===== src/rtl/vertex_normal_accumulator_top_assert.svh =====
// Assertion macros used by the top-level RTL
`ifndef VERTEX_NORMAL_ACCUMULATOR_TOP_ASSERT_SVH
`define VERTEX_NORMAL_ACCUMULATOR_TOP_ASSERT_SVH
// implication checked every clock outside reset
`define VNA_ASSERT_IMP(label, clk, rst, lhs, rhs) \
   label: assert property (@(posedge clk) disable iff (rst) (lhs) |-> (rhs)) \
      else $error("assertion failed");
// next-cycle implication checked every clock outside reset
`define VNA_ASSERT_NEXT(label, clk, rst, lhs, rhs) \
   label: assert property (@(posedge clk) disable iff (rst) (lhs) |=> (rhs)) \
      else $error("assertion failed");
`endif


===== src/rtl/vna_ram.sv =====
`default_nettype none
module vna_ram #(
   parameter int Width = 8,
   parameter int Depth = 16
) (
   input  wire logic                     clock,
   input  wire logic                     wr_en,
   input  wire logic [$clog2(Depth)-1:0] wr_addr,
   input  wire logic [Width-1:0]         wr_data,
   input  wire logic [$clog2(Depth)-1:0] rd_addr,
   output logic      [Width-1:0]         rd_data
);
   logic [Width-1:0] mem [Depth];

   // write port and registered read port
   always_ff @(posedge clock) begin
      if (wr_en) begin
         mem[wr_addr] <= wr_data;
      end
      rd_data <= mem[rd_addr];
   end
endmodule
`default_nettype wire


===== config.mk =====
export PLATFORM = sky130hd
export DESIGN_NAME = vna_ram
export DESIGN_NICKNAME = d
export VERILOG_FILES = /design/src/rtl/vertex_normal_accumulator_top_assert.svh /design/src/rtl/vna_ram.sv
export SDC_FILE = /design/constraint.sdc
export NUM_CORES = 1
export LEC_CHECK = 0
export ABC_AREA = 1
export BUFFER_PORTS_ARGS = -buffer_cell sky130_fd_sc_hd__buf_2
export CORE_MARGIN = 2
export CORE_UTILIZATION = 30
export CTS_CLUSTER_SIZE = 30
export DETAILED_ROUTE_END_ITERATION = 16
export SLEW_MARGIN = 10
export SYNTH_ARGS = -nofsm -noshare
export SYNTH_HDL_FRONTEND = slang
export SYNTH_SLANG_ARGS = --single-unit

===== constraint.sdc =====
create_clock -name clock -period 2.45 [get_ports clock]
set_input_delay 0.3675 -clock clock [delete_from_list [all_inputs] [get_ports clock]]
set_output_delay 0.3675 -clock clock [all_outputs]
set_load 0.005 [all_outputs]

==> flow_summary.rst, run 1 <==
.. list-table::
   :header-rows: 1

   * - Metric
     - Value
   * - Routed length per instance
     - ~16 um
   * - Number of distinct library cells after synthesis
     - 12
   * - Antenna violations before repair
     - 0
   * - Layout fillers
     - 1,867
   * - Count of final max-slew check failures
     - 0
   * - Number of buffers added to fix hold violations after cts
     - 0
   * - Antenna-violating nets left
     - 0
   * - Gpl congestion
     - between 0.8 and 0.9
   * - Die Width
     - around 140 um
   * - Mean number of vias per cell
     - about 4.5
   * - Seq/Total Area, Yosys
     - 0.6943
   * - Unrepaired setup endpoints after global routing
     - false
   * - Overall via count from detail_route
     - between 3,000 and 4,000
   * - Synth area leader
     - edfxtp_1
   * - Reg2reg start
     - mem[1][4]
   * - Data required time of the worst path
     - 2.76 ns
   * - Static leakage power
     - between 2 and 3 nW
   * - Pin slew with the least headroom to its limit
     - between 0.7 and 0.8 ns
   * - Pre-antenna DRT Iters
     - 7
   * - Root buffer selected by CTS
     - clkbuf_16
   * - Via count of the first global-routing pass
     - 3,658
   * - First-pass GRT wire length
     - approximately 21 mm
   * - Post-synthesis average cell area
     - 10.47 sq um
   * - Launch point of the worst hold path
     - rd_addr[3]
   * - Syn Nets
     - between 500 and 600
   * - Final Critical Period
     - between 1 and 1.5 ns
   * - Worst ir drop on vdd
     - 0.5222 mV
   * - Post-synthesis cell area
     - between 5000 and 6000 sq um
   * - Total global routing overflow
     - 0
   * - Type of the worst setup path
     - primary input to flip-flop
   * - Buffers inserted during post-CTS setup optimization
     - 0
   * - CTS tree
     - built
   * - Min-Delay Path Class
     - primary input to flip-flop
   * - Top area cells in the synthesized netlist
     - edfxtp_1, nand2_1, nand3_1
   * - Initial core utilization
     - 0.3073
   * - Worst Path Max Fanout
     - between 60 and 70
   * - Clock buffer depth
     - 2
   * - Highest achievable clock rate
     - around 740 MHz
   * - TritonCTS Buffers
     - 17
   * - Share of post-route cells with drive strength above 1
     - 0.09814
   * - Total setup violations reported at the end of the flow
     - 0
   * - N_diodes
     - 0
   * - Run status
     - finished, final reports clean
   * - Die area
     - approximately 20,000 sq um
   * - Half-perimeter wire length of the detailed placement result
     - a little over 8 mm
   * - Worst setup SP type
     - primary input
   * - Register clock-pin slew on the reported worst setup and hold paths
     - ~0.05 ns
   * - Worst Skew
     - about 0.0081 ns
   * - Pwr Total
     - 5.282 mW
   * - Level count of the clock H-tree
     - 4
   * - Gates resized, CTS repair
     - 0
   * - Number of flip-flops and latches in the synthesized netlist
     - ~140
   * - Worst Hold Path Cells
     - 3
   * - DP Cell Count
     - slightly below 800
   * - Number of cells on the worst reg-to-reg path
     - 6
   * - Count of final hold-check violations
     - 0
   * - Die height
     - about 140 um
   * - Sum Neg Setup Slack
     - 0 ns
   * - Number of nets in the finished design
     - roughly 600
   * - Critical path endpoint category
     - flip-flop
   * - Num Clock Sinks
     - between 100 and 150
   * - Top cell type's share of synthesized area
     - 0.6665
   * - Port Buf Inserts
     - 25
   * - Max_slew headroom
     - 0.4683
   * - Total routing resource utilization after global routing
     - 0.1398
   * - Top Ports
     - 26
   * - Layout Cells excl Fill
     - approximately 830
   * - First DRT Iteration DRCs
     - between 200 and 300
   * - Arrival @ worst endpoint
     - ~1.7 ns
   * - Power density over the cells
     - around 800 nW/um^2
   * - Final cycle utilization of the critical path
     - 0.5502
   * - Total placed instance area
     - roughly 6100 sq um
   * - Pin count of the biggest net entering global routing
     - 65
   * - Relative area change from synthesis to final layout
     - 14.71%
   * - Number of violations of the max-capacitance limit
     - 0
   * - Remaining DRCs
     - 0
   * - Final std cell area, no fill
     - approximately 6600 sq um
   * - Aggregate routed wire length
     - between 10 and 15 mm
   * - Mapped Cells
     - around 550
   * - Clk_lat worst skew
     - approximately 0.42 ns
   * - Worst setup startpoint
     - rd_addr[0]
   * - Number of cell rows
     - 50
   * - Core ar.
     - about 19,000 sq um
   * - Warnings from Yosys
     - 0
==> area by class of cell <==
| type | instances | area [sq um] | area share |
|---|---|---|---|
| well taps | 234 | 292.8 | 0.04426 |
| clock buffers | 28 | 496.7 | 0.07509 |
| repair buffers | 32 | 177.7 | 0.02686 |
| inverters | 102 | 382.9 | 0.05788 |
| clock inverters | 4 | 47.55 | 0.007187 |
| flip-flops and latches | 136 | 4004 | 0.6053 |
| multi-input cells | 289 | 1214 | 0.1835 |
==> layer usage <==
layer	wire, um	global-route usage	up-vias
met5	0	0	-
met4	267	0.05107	0
met3	547	0.03085	24
met2	6507	0.2293	101
met1	5909	0.1825	1726
li1	-	-	1825
==> critical path, stage by stage <==
cell     delay, ns
buf_2         0.09
buf_4         0.56
nand2_1       0.12
nand3_1       0.11
nand3_1       0.12
nand3_1       0.16
nand2_1       0.07
==> synth_stat cells <==
cell      instances
nand3_1          97
buf_4             4
inv_1           100
nor2_1           17
buf_2            13
nand3b_1          2
edfxtp_1        128
buf_6             6
dfxtp_1           8
buf_1             1
nand2_1         173
inv_2             2
==> power breakdown <==
part,total [mW],switching (mW),internal (mW)
registers,2.62,0.0168,2.60
clock network,2.35,0.880,1.47
logic,0.310,0.224,0.0854
==> registers in the layout, summed over array words and instances (netlist names) <==
register  flops
rd_data       8
mem         128
==> worst paths after layout <==
check	to	slack (ns)
setup / recovery	rd_data[4]	1.10
hold / removal	rd_data[0]	0.32
hold reg to reg	rd_data[2]	0.66
setup reg to reg	rd_data[4]	1.41
==> cell usage in the layout (no fill, tap or decap) <==
| cell | count |
|---|---|
| clkinv_2 | 2 |
| dfxtp_1 | 8 |
| nor2_1 | 17 |
| clkinvlp_4 | 1 |
| inv_2 | 2 |
| nand3b_1 | 2 |
| nand2_1 | 173 |
| bufinv_16 | 1 |
| clkbuf_16 | 17 |
| edfxtp_1 | 128 |
| inv_1 | 100 |
| clkbuf_1 | 8 |
| nand3_1 | 97 |
| buf_2 | 25 |
| clkbuf_8 | 3 |
| buf_4 | 7 |
==> kinds of logic (layout without fill, tap and decap cells) <==
family	Yosys count	in the layout	share of synthesized area
and+or+nand+nor	289	289	0.2105
DFF	136	136	0.6943
buffers and inverters	126	166	0.09525
==> stage by stage <==
stage / hold WS [ns] / setup slack [ns] / util
2_1_floorplan: 0.4664 / 1.132 / -
3_3_place_gp: 0.6434 / 0.6690 / 0.3235
3_5_place_dp: 0.6458 / 0.6607 / 0.3235
4_1_cts: 0.2996 / 1.108 / 0.3525
5_1_grt: 0.3261 / 0.9829 / 0.3525
6_report: 0.3164 / 1.102 / 0.3525
No activity file was read; power rests on OpenSTA's default activity.
==> inputs of run 2 (changes only) <==
==> constraint.sdc (replaced) <==
create_clock -name clock -period 1.2 [get_ports clock]
set_input_delay 0.18 -clock clock [delete_from_list [all_inputs] [get_ports clock]]
set_output_delay 0.18 -clock clock [all_outputs]
set_load 0.005 [all_outputs]
==> flow_summary.rst, run 2 (same netlist as run 1, synthesis figures left out) <==
.. list-table::
   :header-rows: 1

   * - Metric
     - Value
   * - Run status
     - finished, final reports clean
   * - Worst Path Max Fanout
     - 1 (-98%)
   * - Count of final max-slew check failures
     - 0 (unchanged)
   * - Total routing resource utilization after global routing
     - 0.1375 (-0.002264)
   * - Num Clock Sinks
     - 136 (unchanged)
   * - Mean number of vias per cell
     - 4.450 (-0.14%)
   * - Half-perimeter wire length of the detailed placement result
     - 8.587 mm (+6.7%)
   * - Final Critical Period
     - ~1.1 ns
   * - Worst ir drop on vdd
     - 0.9948 mV (+90%)
   * - Buffers inserted during post-CTS setup optimization
     - 0 (unchanged)
   * - Routed length per instance
     - 15.28 um (-4.8%)
   * - Flip-flop count of the largest register after layout
     - 128 (unchanged)
   * - Gates resized, CTS repair
     - 0 (unchanged)
   * - Static leakage power
     - 3.017 nW (+7.3%)
   * - Most frequent standard cell in the layout excluding fill and tap cells
     - nand2_1
   * - Port Buf Inserts
     - 25 (unchanged)
   * - Data required time of the worst path
     - 1.02 ns (-1.74 ns)
   * - Top register by number of flip-flops
     - mem
   * - Longest individual stage delay on the worst path
     - 0.37 ns (-0.19 ns)
   * - Largest registers
     - mem (128), rd_data (8)
   * - Relative area change from synthesis to final layout
     - 20.92%
   * - Final std cell area, no fill
     - 6973 sq um (+5.4%)
   * - N_diodes
     - 0 (unchanged)
   * - Antenna violations before repair
     - 0 (unchanged)
   * - Slowest stage cell on the critical path
     - dfxtp_1
   * - Aggregate routed wire length
     - 13.05 mm (-1.4%)
   * - Root buffer selected by CTS
     - clkbuf_16
   * - Arrival @ worst endpoint
     - 0.94 ns (-0.71 ns)
   * - Pin count of the biggest net entering global routing
     - 33 (-49%)
   * - First DRT Iteration DRCs
     - 263 (-11%)
   * - Total global routing overflow
     - 0 (unchanged)
   * - Level count of the clock H-tree
     - 4 (unchanged)
   * - Gpl congestion
     - 0.8201 (-0.21%)
   * - Number of cell rows
     - 50 (unchanged)
   * - Pre-antenna DRT Iters
     - 5 (-2)
   * - Power density over the cells
     - 1631 nW/um^2 (+100%)
   * - TritonCTS Buffers
     - 17 (unchanged)
   * - Count of final hold-check violations
     - 0 (unchanged)
   * - Core ar.
     - 18,770 sq um (unchanged)
   * - Worst Skew
     - 0.004289 ns (-0.003795 ns)
   * - Worst setup SP type
     - flip-flop
   * - Register clock-pin slew on the reported worst setup and hold paths
     - 0.06 ns (about the same)
   * - Series of cell instances along the critical path
     - buf_2
   * - Layout fillers
     - 1,837 (-1.6%)
   * - Clock buffer depth
     - 2 (unchanged)
   * - Highest achievable clock rate
     - 890.6 MHz
   * - First-pass GRT wire length
     - 20.27 mm (-1.7%)
   * - Max_slew headroom
     - 0.7349 (+0.2667)
   * - Type of the worst setup path
     - flip-flop to primary output
   * - Antenna-violating nets left
     - 0 (unchanged)
   * - Number of nets in the finished design
     - 625 (+4.9%)
   * - Min-Delay Path Class
     - primary input to flip-flop
   * - Clk_lat worst skew
     - 0.42 ns (about the same)
   * - Unrepaired setup endpoints after global routing
     - false
   * - CP Buf/Inv Count
     - 1 (-1)
   * - Remaining DRCs
     - 0 (unchanged)
   * - Total setup violations reported at the end of the flow
     - 0 (unchanged)
   * - Via count of the first global-routing pass
     - 3,624 (-0.93%)
   * - Overall via count from detail_route
     - 3,800 (+3.4%)
   * - Die Width
     - 142.6 um (unchanged)
   * - CP top delay family
     - flip-flops
   * - Initial core utilization
     - 0.3073 (unchanged)
   * - Final cycle utilization of the critical path
     - 0.9357
   * - Number of buffers added to fix hold violations after cts
     - 0 (unchanged)
   * - Total placed instance area
     - 6364 sq um (+4.8%)
   * - Pwr Total
     - 11.38 mW (+120%)
   * - Share of post-route cells with drive strength above 1
     - 0.1516 (+0.05347)
   * - Die height
     - 142.6 um (unchanged)
   * - Pin slew with the least headroom to its limit
     - 0.3976 ns (-0.3971 ns)
   * - Most frequent cells in the layout
     - nand2_1, edfxtp_1, inv_1, nand3_1, buf_4
   * - Number of violations of the max-capacitance limit
     - 0 (unchanged)
   * - Critical path endpoint category
     - primary output
   * - Top Ports
     - 26 (unchanged)
   * - Die area
     - 20,350 sq um (unchanged)
   * - CTS tree
     - built
[run 2: cell types whose count changed in the layout (fill, tap and decap cells not counted), moves of 3 or more]
cell	delta
clkinvlp_4	+3
bufinv_16	+3
clkbuf_8	-3
buf_4	+23
clkbuf_1	-8
buf_12	+6
clkinv_2	+4
[run 2: per-layer routing]
metal  track usage  part of all wire  routed length (um)
met3       0.03488             0.049                 635
met2        0.2209              0.48                6219
met5             0                 0                   0
met1        0.1819              0.46                6015
met4       0.04690             0.013                 176
[run 2: area by class of cell]
type / instances / area (sq um) / share of cell area
Clock buffer: 17 / 425.4 / 0.06101
Clock inverter: 15 / 183.9 / 0.02638
Inverter: 102 / 382.9 / 0.05491
Multi-Input combinational cell: 289 / 1214 / 0.1741
Sequential cell: 136 / 4004 / 0.5742
Tap cell: 234 / 292.8 / 0.04199
Timing Repair Buffer: 61 / 470.5 / 0.06747
[run 2: through the flow]
step	setup TNS [ns]	setup slack [ns]	hold slack (ns)	std cells	utilization
final	0	0.07713	0.1742	854	0.3715
after global routing	0	0.03779	0.1815	854	0.3715
after CTS	0	0.05628	0.1691	854	0.3715
after detailed placement	-0.2950	-0.09529	0.5686	822	0.3391
after global placement	-0.1839	-0.07565	0.5828	822	0.3391
after floorplan	0	0.06916	0.2789	551	-
[run 2: report_power, final]
group,total (mW),switching [mW],internal [mW]
Clock,5.32,1.89,3.43
Sequential,5.35,0.0380,5.31
Combinational,0.706,0.464,0.242
Total,11.4,2.39,8.99
[run 2: worst paths after layout]
| kind | to | slack, ns | start | cells after the start |
|---|---|---|---|---|
| worst max-delay path | rd_data[4] | 0.08 | rd_data[4] | 1 |
| worst min register to register | rd_data[7] | 0.66 | mem[11][7] | 6 |
| worst min-delay path | mem[6][2] | 0.17 | wr_data[2] | 1 |
| worst max register to register | rd_data[3] | 0.16 | mem[1][3] | 6 |
