File: src/rtl/vertex_normal_accumulator_top_assert.svh
// Assertion macros used by the top-level RTL
`ifndef VERTEX_NORMAL_ACCUMULATOR_TOP_ASSERT_SVH
`define VERTEX_NORMAL_ACCUMULATOR_TOP_ASSERT_SVH
// implication checked every clock outside reset
`define VNA_ASSERT_IMP(label, clk, rst, lhs, rhs) \
   label: assert property (@(posedge clk) disable iff (rst) (lhs) |-> (rhs)) \
      else $error("assertion failed");
// next-cycle implication checked every clock outside reset
`define VNA_ASSERT_NEXT(label, clk, rst, lhs, rhs) \
   label: assert property (@(posedge clk) disable iff (rst) (lhs) |=> (rhs)) \
      else $error("assertion failed");
`endif

File: src/rtl/vna_pkg.sv
`default_nettype none
package vna_pkg;
   localparam int VertexSlotsDef    = 1024;
   localparam int AccumWidthDef     = 24;
   localparam int NormalFracBitsDef = 14;
   localparam int PosWidth          = 16;
   localparam int OutWidth          = 16;
   localparam int IdxWidth          = 10;

   typedef enum logic [1:0] {
      OP_LOAD = 2'd0,
      OP_TRI  = 2'd1,
      OP_READ = 2'd2,
      OP_NONE = 2'd3
   } op_type;
endpackage
`default_nettype wire

File: src/rtl/vna_norm.sv
`default_nettype none
// Scale a vector to unit length: align, square sum, bit-serial root, then
// one restoring divide per component, one quotient bit a cycle.
module vna_norm #(
   parameter int InWidth  = 40,
   parameter int FracBits = 14
) (
   input  wire logic                      clock,
   input  wire logic                      reset,
   input  wire logic                      start,
   input  wire logic signed [InWidth-1:0] in_x,
   input  wire logic signed [InWidth-1:0] in_y,
   input  wire logic signed [InWidth-1:0] in_z,
   output logic                           done,
   output logic                           valid,
   output logic signed [FracBits+1:0]     out_x,
   output logic signed [FracBits+1:0]     out_y,
   output logic signed [FracBits+1:0]     out_z
);
   import vna_pkg::*;

   localparam int MagW  = InWidth;
   localparam int NumW  = 31 + FracBits + 1;
   localparam int QW    = FracBits + 2;
   localparam int CntW  = $clog2(NumW + 34);

   typedef enum logic [2:0] {
      S_IDLE, S_ALIGN, S_SQ, S_ROOT, S_DIV, S_DONE
   } state_type;

   state_type state_ff;
   logic [MagW-1:0]  mag_ff [3];
   logic [2:0]       neg_ff;
   logic [1:0]       comp_ff;
   logic [63:0]      sum_ff;
   logic [63:0]      rem_ff;
   logic [63:0]      root_ff;
   logic [63:0]      bit_ff;
   logic [NumW-1:0]  num_ff;
   logic [NumW:0]    drem_ff;
   logic [QW-1:0]    q_ff [3];
   logic [CntW-1:0]  cnt_ff;
   logic             valid_ff;
   logic [MagW-1:0]  max_mag;
   logic [63:0]      sq;
   logic [63:0]      trial;
   logic [NumW:0]    dtrial;
   logic [31:0]      half;

   always_comb begin
      max_mag = mag_ff[0];
      if (mag_ff[1] > max_mag) max_mag = mag_ff[1];
      if (mag_ff[2] > max_mag) max_mag = mag_ff[2];
      sq     = 64'(mag_ff[comp_ff][30:0]) * 64'(mag_ff[comp_ff][30:0]);
      trial  = root_ff + bit_ff;
      half   = 32'(root_ff >> 1);
      dtrial = {drem_ff[NumW-1:0], num_ff[NumW-1]} - (NumW+1)'(root_ff);
   end

   // sequence align, squares, root and division
   always_ff @(posedge clock) begin
      if (reset) begin
         state_ff <= S_IDLE;
         valid_ff <= 1'b0;
      end else begin
         unique case (state_ff)
            S_IDLE: begin
               if (start) begin
                  mag_ff[0] <= in_x[InWidth-1] ? MagW'(-in_x) : MagW'(in_x);
                  mag_ff[1] <= in_y[InWidth-1] ? MagW'(-in_y) : MagW'(in_y);
                  mag_ff[2] <= in_z[InWidth-1] ? MagW'(-in_z) : MagW'(in_z);
                  neg_ff    <= {in_z[InWidth-1], in_y[InWidth-1], in_x[InWidth-1]};
                  state_ff  <= S_ALIGN;
               end
            end
            S_ALIGN: begin
               // one shift step a cycle until the largest sits in [2^30, 2^31), or stop on a zero vector
               if (max_mag == '0) begin
                  valid_ff <= 1'b0;
                  state_ff <= S_DONE;
               end else if (max_mag >= (MagW'(1) << 31)) begin
                  for (int i = 0; i < 3; i++) mag_ff[i] <= mag_ff[i] >> 1;
               end else if (max_mag < (MagW'(1) << 30)) begin
                  for (int i = 0; i < 3; i++) mag_ff[i] <= mag_ff[i] << 1;
               end else begin
                  sum_ff   <= '0;
                  comp_ff  <= '0;
                  state_ff <= S_SQ;
               end
            end
            S_SQ: begin
               sum_ff <= sum_ff + sq;
               if (comp_ff == 2'd2) begin
                  root_ff  <= '0;
                  bit_ff   <= 64'd1 << 62;
                  rem_ff   <= sum_ff + sq;
                  state_ff <= S_ROOT;
               end else begin
                  comp_ff <= comp_ff + 2'd1;
               end
            end
            S_ROOT: begin
               if (bit_ff == '0) begin
                  comp_ff  <= '0;
                  num_ff   <= (NumW'(mag_ff[0][30:0]) << FracBits) + NumW'(half);
                  drem_ff  <= '0;
                  cnt_ff   <= '0;
                  state_ff <= S_DIV;
               end else begin
                  if (rem_ff >= trial) begin
                     rem_ff  <= rem_ff - trial;
                     root_ff <= (root_ff >> 1) + bit_ff;
                  end else begin
                     root_ff <= root_ff >> 1;
                  end
                  bit_ff <= bit_ff >> 2;
               end
            end
            S_DIV: begin
               if (dtrial[NumW] == 1'b0) begin
                  drem_ff <= dtrial;
                  q_ff[comp_ff] <= {q_ff[comp_ff][QW-2:0], 1'b1};
               end else begin
                  drem_ff <= {drem_ff[NumW-1:0], num_ff[NumW-1]};
                  q_ff[comp_ff] <= {q_ff[comp_ff][QW-2:0], 1'b0};
               end
               num_ff <= num_ff << 1;
               if (cnt_ff == CntW'(NumW - 1)) begin
                  cnt_ff <= '0;
                  drem_ff <= '0;
                  if (comp_ff == 2'd2) begin
                     valid_ff <= 1'b1;
                     state_ff <= S_DONE;
                  end else begin
                     comp_ff <= comp_ff + 2'd1;
                     num_ff  <= (NumW'(mag_ff[comp_ff + 2'd1][30:0]) << FracBits)
                                + NumW'(half);
                  end
               end else begin
                  cnt_ff <= cnt_ff + CntW'(1);
               end
            end
            S_DONE: state_ff <= S_IDLE;
            default: state_ff <= S_IDLE;
         endcase
      end
   end

   assign done  = (state_ff == S_DONE);
   assign valid = valid_ff;
   assign out_x = neg_ff[0] ? -$signed(q_ff[0]) : $signed(q_ff[0]);
   assign out_y = neg_ff[1] ? -$signed(q_ff[1]) : $signed(q_ff[1]);
   assign out_z = neg_ff[2] ? -$signed(q_ff[2]) : $signed(q_ff[2]);
endmodule
`default_nettype wire
File: config.mk
export PLATFORM = sky130hd
export DESIGN_NAME = vna_norm
export DESIGN_NICKNAME = d
export VERILOG_FILES = /design/src/rtl/vertex_normal_accumulator_top_assert.svh /design/src/rtl/vna_pkg.sv /design/src/rtl/vna_norm.sv
export SDC_FILE = /design/constraint.sdc
export NUM_CORES = 2
export LEC_CHECK = 0
export ABC_AREA = 0
export BUFFER_PORTS_ARGS = -buffer_cell sky130_fd_sc_hd__buf_2
export CORE_ASPECT_RATIO = 1.75
export CORE_MARGIN = 4
export CORE_UTILIZATION = 60
export DETAILED_ROUTE_END_ITERATION = 8
export PLACE_DENSITY = 0.77
export SYNTH_ARGS = -nofsm -noshare
export SYNTH_HDL_FRONTEND = slang
export SYNTH_SLANG_ARGS = --single-unit
File: constraint.sdc
create_clock -name clock -period 27.3 [get_ports clock]
set_input_delay 0 -clock clock [delete_from_list [all_inputs] [get_ports clock]]
set_output_delay 0 -clock clock [all_outputs]
set_load 0.01 [all_outputs]
==> flow_summary.yaml <==
timing:
  grt_setup_unrepaired: "false"
  max_slew.worst_pin.slew_ns: 1.30
  timing.final.crit_share_pct: 41.5
  totalNegativeSetupSlack_ns: 0
  fmax_ghz: 0.0883
  final_max_slew_viol_count: 0
  finalSetupViolations: 0
  worst_clock_skew_ns: 0.0314
  final_critical_path_setup_slack_ns: 15.98
  finalHoldViolCount: 0
  post-route-min-period_ns: 11.32
  slew-limit-headroom_pct: 13.3
  hold_ws_ns: 0.0403
synth:
  netlist-cell-type-count: 85
  post_synth_inst_count: 7516
  synth_warnings: 0
  yosys_register_bits: 517
  asyncSetResetFlopFracSynth_pct: 0
  number_of_flops_mapped_to_enable_cells_by_yosys: 511
  synth_seq_area_share_pct: 22.2
  mappedNetlistNets: 9005
  syn_area_sq_um: 69800
  postSynthAreaPerCell_sq_um: 9.28
  ys.flop_type: "sky130_fd_sc_hd__edfxtp_1"
global_routing:
  largest_net_degree_at_the_start_of_global_routing: 121
  gr-usage-all-layers_pct: 38.0
  first_global_vias: 61200
  grt_antenna_before_repair: 11
  overflow: 0
  grt_pass1_wl_um: 354000
worst_hold_path:
  hold_sp: "in_y[18]"
  timing.hold.worst_path_depth: 4
  min_delay_worst_endpoint: "mag_ff[1][18]"
  holdCritPathClass: "input pin to flip-flop"
job:
  maxCapViolCount: 0
placement:
  dp_slack_ns: 16.20
  place_congestion: 1.05
  numPortBuffers: 172
  post-dp-hpwl_um: 180000
outcome:
  outcome: "finished clean"
drt:
  detail_route.wl_per_cell_um: 25.2
  highest_layer: "met5"
  route.met2.wl_um: 115000
  vias: 58100
  dr_wl_met3_um: 17800
  post-route-drc-count: 0
  detail_route.wirelength_um: 233000
  route.layer.met1.wl_um: 74900
  first_iter_violations: 4948
  pre_repair_dr_iteration_count: 9
  final_antenna_net_count: 0
  detail_route.vias_per_cell: 6.29
setup_path:
  timing.critical_path.arrival_ns: 11.70
  regToRegSetupSlack_ns: 15.98
  reg_to_reg_end: "rem_ff[62]"
  largest_driver_fanout_on_the_critical_path: 37
  worstSetupStartpointType: "flip-flop"
  critical_path.max_stage_delay_ns: 0.91
  critical_path_required_ns: 27.69
  critPathSlowestCell: "sky130_fd_sc_hd__clkinv_1"
  cp_common_cell: "sky130_fd_sc_hd__fa_1"
  worst-r2r-cell-count: 31
  critical_path_class: "flip-flop to flip-flop"
  critical_path.endpoint_type: "flip-flop"
floorplan:
  floorplan.initialDensity_pct: 60.3
  coreArea_sq_um: 116000
  chipWidth_um: 266
  die_ar_sq_um: 122000
  die_y_um: 459
  io_pins: 173
  core.rowCount: 165
clocking:
  clock_tree.htree_level_count: 2
  tritoncts: "yes"
  cts-resized-gates: 0
  cts.path.max_buffers: 3
  clock_latency_on_the_worst_skew_pair_ns: 0.68
  clock-root-buffer: "sky130_fd_sc_hd__clkbuf_16"
  clock_sinks: 517
  cts_inserted_buffers: 51
  cts.reportedPaths.clkPinSlew_ns: 0.07
layout:
  nFillCells: 9424
  drive_gt1_share_pct: 6.10
  fin_nets: 9174
  finish.utilization_pct: 65.3
  area.growth.synth_to_final_pct: 8.26
-- cell usage after synthesis, types with 17 or more instances --
cell type                  instances  share of area [%]
sky130_fd_sc_hd__inv_1          1211                6.5
sky130_fd_sc_hd__a211oi_1         77               0.83
sky130_fd_sc_hd__and2_1           68               0.61
sky130_fd_sc_hd__a21boi_0         17               0.18
sky130_fd_sc_hd__nand2_1         690                3.7
sky130_fd_sc_hd__edfxtp_1        511                 22
sky130_fd_sc_hd__o21ai_0         308                2.2
sky130_fd_sc_hd__ha_1            552                9.9
sky130_fd_sc_hd__fa_1            814                 23
sky130_fd_sc_hd__o21ai_1          22               0.16
sky130_fd_sc_hd__nor2_1          624                3.4
sky130_fd_sc_hd__nor2b_1          33               0.30
sky130_fd_sc_hd__o41ai_1          23               0.29
sky130_fd_sc_hd__nor4_1           50               0.45
sky130_fd_sc_hd__buf_1            25               0.13
sky130_fd_sc_hd__or4_1            33               0.36
sky130_fd_sc_hd__o31ai_1          66               0.71
sky130_fd_sc_hd__mux2i_1         316                4.5
sky130_fd_sc_hd__a31oi_1          82               0.74
sky130_fd_sc_hd__or3_1            47               0.42
sky130_fd_sc_hd__nand4_1          76               0.68
sky130_fd_sc_hd__o211ai_1         21               0.23
sky130_fd_sc_hd__o21bai_1         43               0.46
sky130_fd_sc_hd__nand3_1          77               0.55
sky130_fd_sc_hd__and3_1           42               0.38
sky130_fd_sc_hd__xnor2_1         329                4.1
sky130_fd_sc_hd__a21o_1          162                1.7
sky130_fd_sc_hd__clkbuf_1        239                1.3
sky130_fd_sc_hd__xor2_1          159                2.0
sky130_fd_sc_hd__o21a_1           59               0.63
sky130_fd_sc_hd__mux2_2           36               0.58
sky130_fd_sc_hd__a31o_2           20               0.25
sky130_fd_sc_hd__a21oi_1         364                2.6
sky130_fd_sc_hd__nand2b_1         47               0.42
sky130_fd_sc_hd__nor3_1           75               0.54
-- critical path: cells and delay by family, from the launching register on --
kind            cells  cell delay (ns)
flops               1             0.49
simple gates        3             0.84
buf+inv             8             2.19
fa+ha+maj           9             4.44
mux                 1             0.31
compound gates      9             2.43
xor+xnor            1             0.24
-- metal layers --
metal,GRT usage (%),vias up
li1,-,25600
met1,40.4,28200
met2,65.6,3077
met3,6.48,1226
met4,31.3,4
met5,0,-
-- timing repair --
item	4_1_cts	5_1_grt
hold endpoints to repair	124	0
hold buffers	134	0
buffers inserted	0	0
-- final cells by class --
class | instances | area, sq um | area share [%]
Multi-Input combinational cell | 5497 | 48800 | 64.6
Sequential cell | 517 | 15500 | 20.5
Inverter | 1224 | 4600 | 6.09
Timing Repair Buffer | 394 | 2880 | 3.81
Tap cell | 1503 | 1880 | 2.49
Clock buffer | 58 | 1300 | 1.72
Clock inverter | 35 | 564 | 0.747
Antenna cell | 12 | 30.0 | 0.0398
-- registers in the layout, summed over array words and instances (netlist names), named ones only --
signal,count
num_ff,46
state_ff,3
mag_ff,120
cnt_ff,7
sum_ff,64
root_ff,64
neg_ff,3
comp_ff,2
q_ff,63
drem_ff,46
valid,1
rem_ff,64
bit_ff,32
-- metrics by stage --
step                      cell area, sq um  instances
after floorplan                      69800       7516
after global placement               72300       9001
after detailed placement             72300       9001
after CTS                            75500       9228
after global routing                 75500       9230
final                                75500       9240
-- how the worst max path moves through the flow --
| stage | start | cells past startpoint | to | slack, ns |
|---|---|---|---|---|
| 3_3_place_gp | flip-flop | 31 | rem_ff[62] | 16.30 |
| 5_1_grt | flip-flop | 31 | rem_ff[62] | 15.42 |
| 6_report | flip-flop | 31 | rem_ff[62] | 15.98 |
| 2_1_floorplan | comp_ff[0] | 8 | rem_ff[0] | 15.48 |
| 3_5_place_dp | flip-flop | 31 | rem_ff[62] | 16.20 |
| 4_1_cts | flip-flop | 31 | rem_ff[62] | 16.12 |
-- layout by cell type, fill, tap and decap left out, drive strengths merged, types with 52 or more instances in the layout --
cell and n:
a211oi 77, mux2i 316, a31oi 82, nor2 624
a21oi 364, and2 69, xor2 159, o21ai 330
fa 814, edfxtp 511, nand4 76, nand2 690
nor4 52, o31ai 67, dlygate4sd3 134, buf 260
clkbuf 58, xnor2 329, a21o 162, nor3 75
o21a 59, ha 552, inv 1217, nand3 77
-- cells by family (layout without fill, tap and decap cells) --
kind of cell	Yosys count	in the layout	share of synthesized area (%)
adder cells (fa/ha/maj)	1366	1366	33.3
AND/OR/NAND/NOR	1917	1917	12.4
flip-flops	517	517	22.2
multiplexers	368	368	5.62
AO/OA/AOI/OAI	1358	1358	12.3
buffers and inverters	1502	1711	8.12
other	0	12	0
XOR/XNOR	488	488	6.13
Power is not shown: default switching activity piles up to over one toggle a cycle in this logic, so the estimate is an artifact.
